<file path="config.mk">
export PLATFORM = sky130hd
export DESIGN_NAME = eoe_rx_fragment_reassembly_flat
export DESIGN_NICKNAME = d
export VERILOG_FILES = /design/src/rtl/core/eoerx_pkg.sv /design/src/rtl/core/eoerx_if.sv /design/src/rtl/core/eoerx_step.sv /design/src/rtl/core/eoe_rx_fragment_reassembly.sv /design/src/flat_wrapper.sv
export VERILOG_INCLUDE_DIRS = /design/src /design/src/rtl/core
export SDC_FILE = /design/constraint.sdc
export NUM_CORES = 1
export LEC_CHECK = 0
export ABC_CLOCK_PERIOD_IN_PS = 20600
export BUFFER_PORTS_ARGS = -buffer_cell sky130_fd_sc_hd__buf_2
export CELL_PAD_IN_SITES_DETAIL_PLACEMENT = 2
export CELL_PAD_IN_SITES_GLOBAL_PLACEMENT = 2
export CORE_MARGIN = 4
export CORE_UTILIZATION = 40
export CTS_CLUSTER_DIAMETER = 120
export DETAILED_ROUTE_END_ITERATION = 10
export PLACE_DENSITY = 0.85
export SLEW_MARGIN = 10
export SYNTH_ARGS = -nofsm -noshare
export SYNTH_HDL_FRONTEND = slang
export SYNTH_SLANG_ARGS = --single-unit
</file>
<file path="constraint.sdc">
create_clock -name clock -period 20.6 [get_ports clock]
set_input_delay 1.03 -clock clock [delete_from_list [all_inputs] [get_ports clock]]
set_output_delay 1.03 -clock clock [all_outputs]
set_load 0.02 [all_outputs]
</file>
<file path="src/rtl/core/eoe_rx_fragment_reassembly_macros.svh">
// assertion macros for the eoe receive fragment reassembly block
// no dependencies; included inside the modules that assert
`ifndef EOE_RX_FRAGMENT_REASSEMBLY_MACROS_SVH
`define EOE_RX_FRAGMENT_REASSEMBLY_MACROS_SVH

// same-cycle implication
`define EOERX_ASSERT_NOW(label, clk, rst, ante, cons) \
   label: assert property (@(posedge clk) disable iff (rst) (ante) |-> (cons)) \
      else $error("eoerx assertion failed");

// next-cycle implication
`define EOERX_ASSERT_NEXT(label, clk, rst, ante, cons) \
   label: assert property (@(posedge clk) disable iff (rst) (ante) |=> (cons)) \
      else $error("eoerx assertion failed");

`endif

</file>
<file path="src/rtl/core/eoerx_pkg.sv">
// shared types, codes and helpers of the eoe receive fragment reassembly block
// no dependencies
`timescale 1ns / 1ps

package eoerx_pkg;

   localparam logic [2:0] STATUS_ACCEPTED     = 3'd0;
   localparam logic [2:0] STATUS_COMPLETE     = 3'd1;
   localparam logic [2:0] STATUS_DROP_TYPE    = 3'd2;
   localparam logic [2:0] STATUS_DROP_NOFRAME = 3'd3;
   localparam logic [2:0] STATUS_ERR_TRANSFER = 3'd4;
   localparam logic [2:0] STATUS_ERR_SEQUENCE = 3'd5;

   localparam logic [3:0]  EOE_PROTOCOL        = 4'h2;
   localparam logic [3:0]  FRAME_TYPE_FRAGMENT = 4'h0;
   localparam logic [5:0]  FIRST_FRAGMENT      = 6'd0;
   localparam int          BLOCK_SHIFT         = 5;
   localparam logic [11:0] HDR_BYTES           = 12'd4;
   localparam logic [11:0] HDR_STAMP_BYTES     = 12'd8;
   localparam logic [31:0] COUNT_MAX           = 32'hFFFF_FFFF;

   typedef struct packed {
      logic        transfer_ok;
      logic        fetch_ok;
      logic [3:0]  mailbox_protocol;
      logic [15:0] header_low;
      logic [15:0] header_high;
      logic [11:0] received_size;
   } req_type;

   typedef struct packed {
      logic [2:0]  status;
      logic [10:0] payload_offset;
      logic [10:0] payload_length;
      logic [10:0] frame_length;
      logic        old_frame_discarded;
      logic [31:0] error_total;
      logic [31:0] drop_total;
      logic [31:0] packet_total;
      logic [31:0] byte_total;
   } rsp_type;

   typedef struct packed {
      logic        frame_open;
      logic [10:0] fill_offset;
      logic [10:0] frame_capacity;
      logic [5:0]  expected_fragment;
      logic [31:0] error_count;
      logic [31:0] drop_count;
      logic [31:0] packet_count;
      logic [31:0] byte_count;
   } state_type;

   function automatic logic [31:0] sat_add(input logic [31:0] a, input logic [10:0] b);
      logic [32:0] sum;
      sum = {1'b0, a} + 33'(b);
      return sum[32] ? COUNT_MAX : sum[31:0];
   endfunction

endpackage

</file>
<file path="src/rtl/core/eoerx_if.sv">
// request and response channel interfaces of the eoe receive fragment reassembly block
// depends on eoerx_pkg
`timescale 1ns / 1ps

interface eoerx_req_if;
   import eoerx_pkg::*;
   logic    valid;
   logic    ready;
   req_type data;
   modport source (output valid, output data, input ready);
   modport sink (input valid, input data, output ready);
endinterface

interface eoerx_rsp_if;
   import eoerx_pkg::*;
   logic    valid;
   logic    ready;
   rsp_type data;
   modport source (output valid, output data, input ready);
   modport sink (input valid, input data, output ready);
endinterface

</file>
<file path="src/rtl/core/eoerx_step.sv">
// header check and frame bookkeeping for one mailbox reply, purely combinational
// depends on eoerx_pkg
`timescale 1ns / 1ps

module eoerx_step (
   input  eoerx_pkg::req_type   item,
   input  eoerx_pkg::state_type st,
   output eoerx_pkg::state_type st_next,
   output eoerx_pkg::rsp_type   res
);
   import eoerx_pkg::*;

   logic        last_frag;
   logic        stamp;
   logic [5:0]  frag;
   logic [10:0] blk;
   logic [11:0] hdr_len;
   logic [11:0] dsize;
   logic [12:0] reach;
   logic [10:0] new_fill;
   logic        ok;

   always_comb begin
      last_frag = item.header_low[8];
      stamp     = item.header_low[9];
      frag      = item.header_high[5:0];
      blk       = 11'(item.header_high[11:6]) << BLOCK_SHIFT;
      hdr_len   = stamp ? HDR_STAMP_BYTES : HDR_BYTES;
      dsize     = item.received_size - hdr_len;
      reach     = 13'(blk) + 13'(dsize);
      new_fill  = '0;
      ok        = 1'b0;
      st_next   = st;

      res                     = '0;
      res.status              = STATUS_ACCEPTED;

      if (!item.transfer_ok || !item.fetch_ok || item.mailbox_protocol != EOE_PROTOCOL) begin
         st_next.error_count = sat_add(st.error_count, 11'd1);
         res.status          = STATUS_ERR_TRANSFER;
      end else if (item.header_low[3:0] != FRAME_TYPE_FRAGMENT) begin
         st_next.drop_count = sat_add(st.drop_count, 11'd1);
         res.status         = STATUS_DROP_TYPE;
      end else if (item.received_size < hdr_len) begin
         st_next.error_count = sat_add(st.error_count, 11'd1);
         res.status          = STATUS_ERR_TRANSFER;
      end else if (frag == FIRST_FRAGMENT) begin
         res.old_frame_discarded = st.frame_open;
         st_next.frame_open      = 1'b0;
         if (dsize > 12'(blk)) begin
            st_next.error_count = sat_add(st.error_count, 11'd1);
            res.status          = STATUS_ERR_SEQUENCE;
         end else begin
            st_next.frame_open        = 1'b1;
            st_next.fill_offset       = '0;
            st_next.frame_capacity    = blk;
            st_next.expected_fragment = '0;
            ok                        = 1'b1;
         end
      end else if (!st.frame_open) begin
         st_next.drop_count = sat_add(st.drop_count, 11'd1);
         res.status         = STATUS_DROP_NOFRAME;
      end else if (blk != st.fill_offset || reach > 13'(st.frame_capacity) ||
                   frag != st.expected_fragment) begin
         st_next.frame_open  = 1'b0;
         st_next.error_count = sat_add(st.error_count, 11'd1);
         res.status          = STATUS_ERR_SEQUENCE;
      end else begin
         ok = 1'b1;
      end

      if (ok) begin
         new_fill            = st_next.fill_offset + dsize[10:0];
         res.payload_offset  = st_next.fill_offset;
         res.payload_length  = dsize[10:0];
         st_next.fill_offset = new_fill;
         if (last_frag) begin
            st_next.packet_count = sat_add(st.packet_count, 11'd1);
            st_next.byte_count   = sat_add(st.byte_count, new_fill);
            st_next.frame_open   = 1'b0;
            res.frame_length     = new_fill;
            res.status           = STATUS_COMPLETE;
         end else begin
            st_next.expected_fragment = st_next.expected_fragment + 6'd1;
            res.status                = STATUS_ACCEPTED;
         end
      end

      res.error_total  = st_next.error_count;
      res.drop_total   = st_next.drop_count;
      res.packet_total = st_next.packet_count;
      res.byte_total   = st_next.byte_count;
   end

endmodule

</file>
<file path="src/rtl/core/eoe_rx_fragment_reassembly.sv">
// top level of the eoe receive fragment reassembly block
// depends on eoerx_pkg, eoerx_if, eoerx_step and the macros header
`timescale 1ns / 1ps

// Takes one fetched mailbox reply per word and returns one status word per reply: fragment
// placement (offset and length in the frame buffer), frame length on completion, and the
// saturating error, drop, packet and byte counters after that reply. Payload bytes are not
// moved here. A reply is held in an input register and evaluated against the frame state
// into the response register once that register is free or being taken, so a new reply can
// be accepted every cycle while the response is not stalled. A stalled response holds the
// input register, which in turn holds off the next reply.
module eoe_rx_fragment_reassembly (
   input logic        clock,
   input logic        reset,
   eoerx_req_if.sink  req_chan,
   eoerx_rsp_if.source rsp_chan
);
   import eoerx_pkg::*;
   `include "eoe_rx_fragment_reassembly_macros.svh"

   req_type   item_ff, item_in;
   logic      item_valid_ff, item_valid_in;
   rsp_type   rsp_ff, rsp_in;
   logic      rsp_valid_ff, rsp_valid_in;
   state_type state_ff, state_in;

   state_type st_next;
   rsp_type   res;
   logic      advance;
   logic      take;

   eoerx_step u_step (
      .item    (item_ff),
      .st      (state_ff),
      .st_next (st_next),
      .res     (res)
   );

   assign advance        = item_valid_ff && (!rsp_valid_ff || rsp_chan.ready);
   assign req_chan.ready = !item_valid_ff || advance;
   assign take           = req_chan.valid && req_chan.ready;
   assign rsp_chan.valid = rsp_valid_ff;
   assign rsp_chan.data  = rsp_ff;

   always_comb begin
      item_in       = take ? req_chan.data : item_ff;
      item_valid_in = take || (item_valid_ff && !advance);
      rsp_in        = advance ? res : rsp_ff;
      rsp_valid_in  = advance || (rsp_valid_ff && !rsp_chan.ready);
      state_in      = advance ? st_next : state_ff;
   end

   always_ff @(posedge clock) begin
      item_ff <= item_in;
      rsp_ff  <= rsp_in;
      if (reset) begin
         item_valid_ff <= 1'b0;
         rsp_valid_ff  <= 1'b0;
         state_ff      <= '0;
      end else begin
         item_valid_ff <= item_valid_in;
         rsp_valid_ff  <= rsp_valid_in;
         state_ff      <= state_in;
      end
   end

   `EOERX_ASSERT_NEXT(a_err_monotonic, clock, reset, 1'b1, state_ff.error_count >= $past(state_ff.error_count))
   `EOERX_ASSERT_NOW(a_fill_in_capacity, clock, reset, state_ff.frame_open, state_ff.fill_offset <= state_ff.frame_capacity)
   `EOERX_ASSERT_NOW(a_no_len_on_reject, clock, reset, rsp_valid_ff && rsp_ff.status != STATUS_ACCEPTED && rsp_ff.status != STATUS_COMPLETE, rsp_ff.payload_length == '0)
   `EOERX_ASSERT_NEXT(a_stalled_item_held, clock, reset, item_valid_ff && !advance, item_valid_ff)

endmodule
</file>
<file path="src/flat_wrapper.sv">
// flat-port wrapper written by rule: the top's interface ports become plain ports
module eoe_rx_fragment_reassembly_flat import eoerx_pkg::*;
  (clock, reset, req_chan_valid, req_chan_data, req_chan_ready, rsp_chan_valid, rsp_chan_data, rsp_chan_ready);
  eoerx_req_if req_chan_i ();
  eoerx_rsp_if rsp_chan_i ();
  input logic clock;
  input logic reset;
  input wire logic [$bits(req_chan_i.valid)-1:0] req_chan_valid;
  input wire logic [$bits(req_chan_i.data)-1:0] req_chan_data;
  output wire logic [$bits(req_chan_i.ready)-1:0] req_chan_ready;
  output wire logic [$bits(rsp_chan_i.valid)-1:0] rsp_chan_valid;
  output wire logic [$bits(rsp_chan_i.data)-1:0] rsp_chan_data;
  input wire logic [$bits(rsp_chan_i.ready)-1:0] rsp_chan_ready;
  assign req_chan_i.valid = req_chan_valid;
  assign req_chan_i.data = req_chan_data;
  assign req_chan_ready = req_chan_i.ready;
  assign rsp_chan_valid = rsp_chan_i.valid;
  assign rsp_chan_data = rsp_chan_i.data;
  assign rsp_chan_i.ready = rsp_chan_ready;
  eoe_rx_fragment_reassembly u_core (.clock(clock), .reset(reset), .req_chan(req_chan_i), .rsp_chan(rsp_chan_i));
endmodule
</file>
==> results of run 1 <==
==> cells in the final DEF (no fill, tap or decap), types with 7 or more instances in the layout <==
master       n
nor2_1     133
o31ai_1      8
and3_1      52
a31oi_1     67
nor2b_1     14
xor2_1      15
a311oi_1    38
nor4_1       7
nand4_1     25
dfxtp_1    154
or3_1        8
edfxtp_1   201
nor3_1      68
a21oi_1    217
mux2_2       7
a211oi_1    31
o21ai_0     65
mux2i_1     13
nand3_1     69
nor3b_1      7
nand2_1    182
a211o_1      8
clkinv_2     7
ha_1        47
nand2b_1     7
or2_2        9
inv_1       50
a41oi_1      7
and2_1      47
bufinv_16    7
buf_2      205
and4_1      23
buf_4       17
xnor2_1     51
a21o_1      14
clkbuf_16   45
==> kinds of logic after synthesis <==
| group | Yosys count | share of synthesized area (%) |
|---|---|---|
| and+or+nand+nor | 680 | 19.09 |
| AOI/OAI and AO/OA | 522 | 18.67 |
| DFF | 355 | 50.63 |
| buffers and inverters | 155 | 3.439 |
| xor gates and xnor gates | 66 | 3.210 |
| adders and majority gates | 51 | 3.710 |
| muxes | 21 | 1.223 |
| other | 1 | 0.02082 |
==> worst reg2reg max path, delay by kind of cell (launching register included) <==
family / cells / cell delay, ns
DFF: 1 / 0.42
xor gates and xnor gates: 2 / 0.82
and+or+nand+nor: 10 / 3.25
buffers and inverters: 5 / 0.72
adders and majority gates: 5 / 1.29
AOI/OAI and AO/OA: 10 / 2.92
==> worst paths after layout <==
check	start	endpoint	slack (ns)
worst min register to register	u_core.state_ff[140]$_SDFFE_PP0P_	u_core.state_ff[140]$_SDFFE_PP0P_	0.46
worst max-delay path	u_core.item_ff[37]$_DFFE_PP_	u_core.state_ff[29]$_SDFFE_PP0P_	11.09
worst min-delay path	u_core.state_ff[140]$_SDFFE_PP0P_	u_core.state_ff[140]$_SDFFE_PP0P_	0.46
worst max register to register	u_core.item_ff[37]$_DFFE_PP_	u_core.state_ff[29]$_SDFFE_PP0P_	11.09
==> power by group <==
| group | switching [mW] | internal (mW) | total, mW |
|---|---|---|---|
| sequential | 0.0118 | 0.769 | 0.781 |
| clock | 0.312 | 0.498 | 0.811 |
| combinational | 0.0861 | 0.0349 | 0.121 |
==> final cells by class <==
cell class / instances / area share (%)
multi-input cells: 1345 / 39.60
clock inverters: 23 / 1.379
flip-flops and latches: 355 / 43.31
well taps: 592 / 3.518
inverters: 54 / 0.9984
repair buffers: 222 / 5.479
clock buffers: 55 / 5.717
==> metal layers <==
layer,up-vias,track usage (%),part of all wire [%]
li1,7257,-,-
met1,8068,31.11,42
met2,346,44.94,51
met3,114,3.639,3.7
met4,0,9.504,3.4
met5,-,0,0
==> metrics by stage <==
stage          hold WS [ns]  area [sq um]
3_5_place_dp         0.4535         19540
3_3_place_gp         0.4398         19540
6_report             0.4584         21050
5_1_grt              0.4925         21050
2_1_floorplan        0.4319         18020
4_1_cts              0.4626         21030
==> flip-flops by register name (all words and copies together) (netlist names) <==
register	count
u_core.item_valid_ff	1
u_core.item_ff	36
u_core.rsp_chan.valid	1
u_core.state_ff	152
u_core.rsp_chan.data	165
==> impl_results.md, run 1 <==
- Initial core utilization: about two fifths
- Post-synth EDFFs: 201
- Post-route ant nets: 0
- Cell at the root of the clock tree: clkbuf_16
- Count leader, synth: a21oi_1
- Clock Sinks: approximately 360
- Hold Crit Depth: 2
- Grt total ovfl: 0
- Seq cells post-synth: roughly 360
- Max stage delay on crit path: about 0.53 ns
- Area share of the largest cell type after synthesis: approximately a third
- Max-Cap Viols: 0
- # diodes: 0
- Final net count: 2125
- Placed Instances: 2568
- Crit end category: register
- Fin cells: roughly 2600
- Area leader, netlist: edfxtp_1
- Power Dens Cells: 81.35 nW/um^2
- Layout cells sized above 1: 16.70%
- Worst Setup Slack, final: between 10 and 15 ns
- Total of warnings raised by yosys: 0
- CTS resizes: 0
- Commonest cells in the netlist: a21oi_1, edfxtp_1, nand2_1, dfxtp_1, nor2_1
- Final setup vio count: 0
- Max stage delay cell, worst path: nor2_1
- CTS tree: yes
- Routed wire per std cell: 23.70 um
- Crit path depth: 32
- Maximum vdd drop: 0.05886 mV
- Total CTS buffers: 42
- Die footprint: between 40000 and 50000 sq um
- Post-synthesis async set-or-reset flop share: 0%
- Worst-skew pair later-pin latency: roughly 0.58 ns
- DR vias/cell: between 5 and 6
- Clock transition at the registers of the reported paths: 0.06 ns
- Period utilization: between 40% and 50%
- FMAX: 105.2 MHz
- Die W: 220.2 um
- Footprint of the multi-input gates: ~8300 sq um
- Iter 0 DRT Violations: 890
- Sequential fraction of the synthesis area: 50.63%
- Status: completed
- Rel. slew slack: roughly 14%
- Post-Syn Area: 18010 sq um
- Initial antenna violation count: 0
- Fin. Hold Viols: 0
- Gr usage total: roughly 25%
- Final wirelength: 62710 um
- Vias in the first global route: between 15000 and 20000
- Area contributors post-synth: edfxtp_1, dfxtp_1, a21oi_1, nand2_1, ha_1
- Via Count: 15790
- Largest net degree at the start of global routing: 92
- Crit path arrival time: about 10 ns
- Post-CTS setup buffer count: 0
- Initial DRT Pass Iterations: 5
- Count of unique library cells instantiated by Yosys: between 80 and 90
- Main synth FF type: edfxtp_1
- Worst Hold Class: reg2reg
- R2R cell count: 32
- First-pass GRT wire length: between 90000 and 100000 um
- RSZ-0062 raised after global routing: no
- DRC Markers: 0
- Final slew viol count: 0
- Syn-to-layout area delta: 16.90%
- Fill cells: roughly 4700
- I/O pins: approximately 220
- Core Util, Final: about 48%
- Chip height: between 200 and 250 um
- CP max FO: 18
- CP startpoint kind: register
- WP data required: around 21 ns
- CP delay by family, top: simple AND/OR/NAND/NOR gates
- Port Buf Inserts: around 210
- Clock Path Buffers: 3
- DP Worst Slack: approximately 12 ns
- Storage element area: around 9100 sq um
- HPWL after detailed placement: 42730 um
- Least-Margin Pin Slew: 1.285 ns
- Final setup TNS: 0 ns
- Cell count after synthesis: 1851
- Routability-driven placement congestion ratio: around 0.85
- Core region area: around 44000 sq um
- H-tree Lvls: 2
- Worst path bufs/invs: 5
- Worst setup path category: reg2reg
- Tmin final: ~9.5 ns
- Mean post-synth cell area: 9.730 sq um
- Leakage: 7.595 nW
- Overall Power: 1.713 mW
- Setup Skew: about 0.025 ns
- # rows: 77
- CTS Hold Bufs: 0
Power figures use the tool's default switching activity.
==> run 2, diff against run 1 <==
- ABC_AREA: not set -> 1
- ABC_CLOCK_PERIOD_IN_PS: 20600 -> 9000
- CORE_UTILIZATION: 40 -> 34
- PLACE_DENSITY: 0.85 -> 0.8
- clock period: 20.6 -> 9 ns (I/O delays scaled with it)
==> impl_results.md, run 2 <==
- CP startpoint kind: register
- Post-synth EDFFs: 201 (unchanged)
- Die W: 254.6 um (+16%)
- Cell mode on critical path: nand2_1
- Power Dens Cells: 180.4 nW/um^2 (+120%)
- Most common cell after layout, fill and taps aside: nand2_1
- Initial core utilization: 34.32% (-6.3 points)
- Iter 0 DRT Violations: 772 (-13%)
- DP Worst Slack: 0.7290 ns (-10.90 ns)
- CP delay by family, top: simple AND/OR/NAND/NOR gates
- # rows: 90 (+17%)
- Final net count: 3139 (+48%)
- Leakage: 10.91 nW (+44%)
- Routability-driven placement congestion ratio: 0.8965 (+5.7%)
- RSZ-0062 raised after global routing: no
- Final slew viol count: 0 (unchanged)
- Max-Cap Viols: 0 (unchanged)
- Hold path start: req_chan_data[28]
- Overall Power: 4.291 mW (+150%)
- Worst setup path category: reg2reg
- Commonest cells in the netlist: nand2_1, inv_1, nor2_1, edfxtp_1, a21oi_1
- Reg-to-reg slack, setup: 0.73 ns (-10.36 ns)
- Total CTS buffers: 43 (+2.4%)
- Status: completed
- Clock transition at the registers of the reported paths: 0.06 ns (about the same)
- Initial antenna violation count: 0 (unchanged)
- Fin cells: 3850 (+46%)
- CP max FO: 19 (+1)
- Setup Skew: 0.01710 ns (-0.008252 ns)
- Port Buf Inserts: 206 (unchanged)
- Sequential fraction of the synthesis area: 44.10% (-6.5 points)
- WP data required: 9.52 ns (-11.55 ns)
- Main synth FF type: edfxtp_1
- I/O pins: 221 (unchanged)
- Post-route ant nets: 0 (unchanged)
- Crit path depth: 37 (+16%)
- Placed Instances: 3771 (+47%)
- Least-Margin Pin Slew: 1.165 ns (-0.1196 ns)
- Crit path arrival time: 8.79 ns (-1.19 ns)
- Max reg flops: 165 (unchanged)
- R2R cell count: 37 (+16%)
- Crit end category: register
- Worst-skew pair later-pin latency: 0.58 ns (about the same)
- DR vias/cell: 5.222 (-12%)
- HPWL after detailed placement: 55510 um (+30%)
- Maximum vdd drop: 0.1181 mV (+100%)
- CTS tree: yes
- FMAX: 120.9 MHz (+15%)
- Final setup TNS: 0 ns (unchanged)
- H-tree Lvls: 2 (unchanged)
- Post-synthesis async set-or-reset flop share: 0% (unchanged)
- First-pass GRT wire length: 121300 um (+24%)
- Gr usage total: 23.37% (-1.9 points)
- Worst Setup SP: u_core.item_ff[37]$_DFFE_PP_
- Worst Setup Slack, final: 0.7271 ns (-10.36 ns)
- Worst Hold Class: in2reg
- Fin. Hold Viols: 0 (unchanged)
- Largest net degree at the start of global routing: 146 (+59%)
- Total of warnings raised by yosys: 0 (unchanged)
- Initial DRT Pass Iterations: 5 (unchanged)
- Core region area: 60250 sq um (+36%)
- Grt total ovfl: 0 (unchanged)
- Max stage delay on crit path: 0.51 ns (-0.02 ns)
- Max stage delay cell, worst path: o21ai_0
- # diodes: 0 (unchanged)
- Tmin final: 8.273 ns (-1.235 ns)
- Core Util, Final: 39.49% (-8.0 points)
- Area leader, netlist: edfxtp_1
- Vias in the first global route: 22100 (+28%)
- Post-Syn Area: 20680 sq um (+15%)
- Count of unique library cells instantiated by Yosys: 45 (-48%)
- DRC Markers: 0 (unchanged)
- Count leader, synth: nand2_1
- Hold Crit Depth: 1 (-1)
- Syn-to-layout area delta: 15.04%
- Seq cells post-synth: 355 (unchanged)
- Routed wire per std cell: 20.12 um (-15%)
- Area share of the largest cell type after synthesis: 29.19% (-4.3 points)
- Layout cells sized above 1: 10.63% (-6.1 points)
- Clock Path Buffers: 3 (unchanged)
- Final wirelength: 77450 um (+24%)
- Mean post-synth cell area: 7.203 sq um (-26%)
- Final setup vio count: 0 (unchanged)
- Rel. slew slack: 22.31% (+8.1 points)
- Via Count: 20110 (+27%)
- Commonest non-fill, non-tap cells in the layout: nand2_1, inv_1, nor2_1, buf_2, edfxtp_1
- Worst path bufs/invs: 7 (+2)
- Fill cells: 7113 (+51%)
- Clock Sinks: 355 (unchanged)
- Worst r2r src: u_core.item_ff[37]$_DFFE_PP_
- Period utilization: 91.92% (+46 points)
- Cell at the root of the clock tree: clkbuf_16
- Area contributors post-synth: edfxtp_1, dfxtp_1, nand2_1, inv_1, a21oi_1
- Die footprint: 64830 sq um (+34%)
- Cell count after synthesis: 2871 (+55%)
- Chip height: 254.6 um (+16%)
==> run 2: changes by cell type after synthesis, sizes merged, moves of 49 or more <==
cell,delta
nand2,+635
inv,+384
o21ai,+190
nand3,+125
nor2,+93
a31oi,-51
and3,-50
and2,-49
==> run 2: logic make-up (layout without fill, tap and decap cells) <==
logic type	after synthesis	in the layout	synth area share (%)
DFF	355	355	44.10
buffers and inverters	550	743	10.22
and+or+nand+nor	1390	1390	28.53
AOI/OAI and AO/OA	472	472	11.70
other	1	5	0.01813
adders and majority gates	51	51	3.231
xor gates and xnor gates	52	52	2.202
==> run 2: per-layer routing <==
metal	track usage, %	share of wire, %
met2	44.15	52
met3	2.407	2.8
met4	6.454	2.4
met1	28.23	43
met5	0	0
==> run 2: repair_timing <==
| item | 4_1_cts | 5_1_grt |
|---|---|---|
| gates resized for setup | 0 | 1 |
| hold buffers | 0 | 0 |
| buffers inserted | 0 | 0 |
| endpoints found under the setup margin | 0 | 8 |
==> run 2: final cells by class <==
cell class,instances,area (sq um),share of cell area (%)
multi-input combinational,1970,9477,39.84
clock inverter,18,180.2,0.7574
inverter,440,1660,6.979
clock buffer,61,1206,5.070
timing repair buffer,224,1169,4.912
tap,782,978.4,4.113
sequential,355,9119,38.33
==> run 2: final timing paths <==
kind / endpoint
worst max-delay path: u_core.state_ff[10]$_SDFFE_PP0P_
worst min-delay path: u_core.item_ff[28]$_DFFE_PP_
worst max register to register: u_core.state_ff[10]$_SDFFE_PP0P_
worst min register to register: u_core.rsp_chan.valid$_SDFF_PP0_
==> run 2: report_power, final <==
group / leakage (nW) / total (mW) / internal (mW) / switching [mW]
Clock: 0.670 / 1.76 / 1.02 / 0.734
Combinational: 7.06 / 0.632 / 0.192 / 0.440
Sequential: 3.18 / 1.90 / 1.82 / 0.0864
==> run 2: through the flow <==
stage | hold WS (ns) | area [sq um]
after detailed placement | 0.5089 | 22400
after floorplan | 0.4434 | 20690
after CTS | 0.01596 | 23780
final | 0.05427 | 23790
after global placement | 0.4898 | 22400
after global routing | 0.02606 | 23790
==> run 2: worst register-to-register path, delay by kind of cell, from the launching register on <==
kind,cells,cell delay [ns]
simple gates,15,2.42
fa+ha+maj,5,1.78
compound gates,8,1.64
buf+inv,7,1.21
xor+xnor,2,0.81
flops,1,0.39
==> run 3, diff against run 2 <==
- REMOVE_ABC_BUFFERS: not set -> 1
==> impl_results.md, run 3 (synthesis results as in run 2) <==
- Status: completed
- CTS tree: yes
- FMAX: 123.5 MHz (+2.2%)
- Syn-to-layout area delta: 15.51%
- Final wirelength: 78890 um (+1.9%)
- Post-CTS setup buffer count: 0 (unchanged)
- H-tree Lvls: 2 (unchanged)
- Largest net degree at the start of global routing: 162 (+11%)
- Placed Instances: 3770 (-0.027%)
- Final net count: 3146 (+0.22%)
- WP data required: 9.52 ns (about the same)
- Clock Sinks: 355 (unchanged)
- RSZ-0062 raised after global routing: no
- CP max FO: 20 (+1)
- Cell mode on critical path: nand2_1
- Clock transition at the registers of the reported paths: 0.07 ns (about the same)
- Hold_ws: 0.02982 ns (-0.02445 ns)
- Fin cells: 3859 (+0.23%)
- Worst Hold Class: in2reg
- Layout cells sized above 1: 10.63% (about the same)
- Port Buf Inserts: 206 (unchanged)
- Worst path bufs/invs: 8 (+1)
- Clock Path Buffers: 3 (unchanged)
- Tmin final: 8.094 ns (-0.1789 ns)
- Power Dens Cells: 181.9 nW/um^2 (+0.83%)
- Worst setup path category: reg2reg
- Chip height: 254.6 um (unchanged)
- Leakage: 10.96 nW (+0.44%)
- Final slew viol count: 0 (unchanged)
- Die W: 254.6 um (unchanged)
- CP delay by family, top: simple AND/OR/NAND/NOR gates
- Max stage delay on crit path: 0.45 ns (-0.06 ns)
- Via Count: 20390 (+1.4%)
- I/O pins: 221 (unchanged)
- Fill cells: 7068 (-0.63%)
- Gr usage total: 23.79% (+0.42 points)
- Vias in the first global route: 22770 (+3.0%)
- Routability-driven placement congestion ratio: 0.9205 (+2.7%)
- # rows: 90 (unchanged)
- Setup Skew: 0.03147 ns (+0.01437 ns)
- Final setup vio count: 0 (unchanged)
- Fin area: 23890 sq um (+0.41%)
- Core Util, Final: 39.65% (+0.16 points)
- Grt total ovfl: 0 (unchanged)
- # diodes: 0 (unchanged)
- Max-Cap Viols: 0 (unchanged)
- Worst-skew pair later-pin latency: 0.60 ns (+0.02 ns)
- Least-Margin Pin Slew: 1.133 ns (-0.03230 ns)
- Routed wire per std cell: 20.44 um (+1.6%)
- Crit path arrival time: 8.61 ns (-0.18 ns)
- Commonest non-fill, non-tap cells in the layout: nand2_1, inv_1, nor2_1, buf_2, edfxtp_1
- Reg-to-reg slack, setup: 0.91 ns (+0.18 ns)
- Maximum vdd drop: 0.1148 mV (-2.8%)
- CP startpoint kind: register
- DP Worst Slack: 1.007 ns (+0.2777 ns)
- Final setup TNS: 0 ns (unchanged)
- Core region area: 60250 sq um (unchanged)
- Cell at the root of the clock tree: clkbuf_16
- HPWL after detailed placement: 55940 um (+0.79%)
- Initial core utilization: 34.32% (unchanged)
- Post-route ant nets: 0 (unchanged)
- Rel. slew slack: 24.28% (+2.0 points)
- Period utilization: 89.93% (-2.0 points)
- Area after DPL: 22400 sq um (about the same)
- Most common cell after layout, fill and taps aside: nand2_1
- DR vias/cell: 5.283 (+1.2%)
- Initial DRT Pass Iterations: 5 (unchanged)
- DRC Markers: 0 (unchanged)
- Iter 0 DRT Violations: 842 (+9.1%)
- Total CTS buffers: 45 (+4.7%)
- Max reg flops: 165 (unchanged)
- Fin. Hold Viols: 0 (unchanged)
- First-pass GRT wire length: 123600 um (+1.9%)
- Overall Power: 4.344 mW (+1.2%)
- Die footprint: 64830 sq um (unchanged)
- Worst Setup Slack, final: 0.9060 ns (+0.1789 ns)
- Max stage delay cell, worst path: o21ai_0
- Crit end category: register
- Initial antenna violation count: 0 (unchanged)
==> run 3: where the power goes <==
group / internal, mW / switching (mW)
logic: 0.196 / 0.447
registers: 1.82 / 0.0875
clock network: 1.05 / 0.748
==> run 3: final timing paths <==
| check | to | cells after the start | from |
|---|---|---|---|
| min reg2reg | u_core.state_ff[149]$_SDFFE_PP0P_ | 2 | u_core.state_ff[149]$_SDFFE_PP0P_ |
| max reg2reg | u_core.state_ff[13]$_SDFFE_PP0P_ | 40 | u_core.item_ff[37]$_DFFE_PP_ |
| max | u_core.state_ff[13]$_SDFFE_PP0P_ | 40 | u_core.item_ff[37]$_DFFE_PP_ |
| min | u_core.item_ff[19]$_DFFE_PP_ | 1 | req_chan_data[19] |
==> run 3: repair_timing <==
| item | CTS | global route |
|---|---|---|
| hold endpoints to repair | 6 | 0 |
| gates resized for setup | 0 | 0 |
| hold buffers | 6 | 0 |
==> run 3: metal layers <==
layer | global-route usage, % | share of wire, %
met5 | 0 | 0
met1 | 27.74 | 42
met2 | 44.57 | 52
met4 | 8.730 | 3.5
met3 | 3.131 | 3.1
==> run 3: area by class of cell <==
| type | instances | area [sq um] | area share, % |
|---|---|---|---|
| multi-input combinational | 1970 | 9469 | 39.64 |
| inverter | 440 | 1660 | 6.951 |
| sequential | 355 | 9119 | 38.18 |
| clock buffer | 62 | 1242 | 5.201 |
| timing repair buffer | 229 | 1234 | 5.165 |
| clock inverter | 21 | 183.9 | 0.7700 |
| tap | 782 | 978.4 | 4.096 |
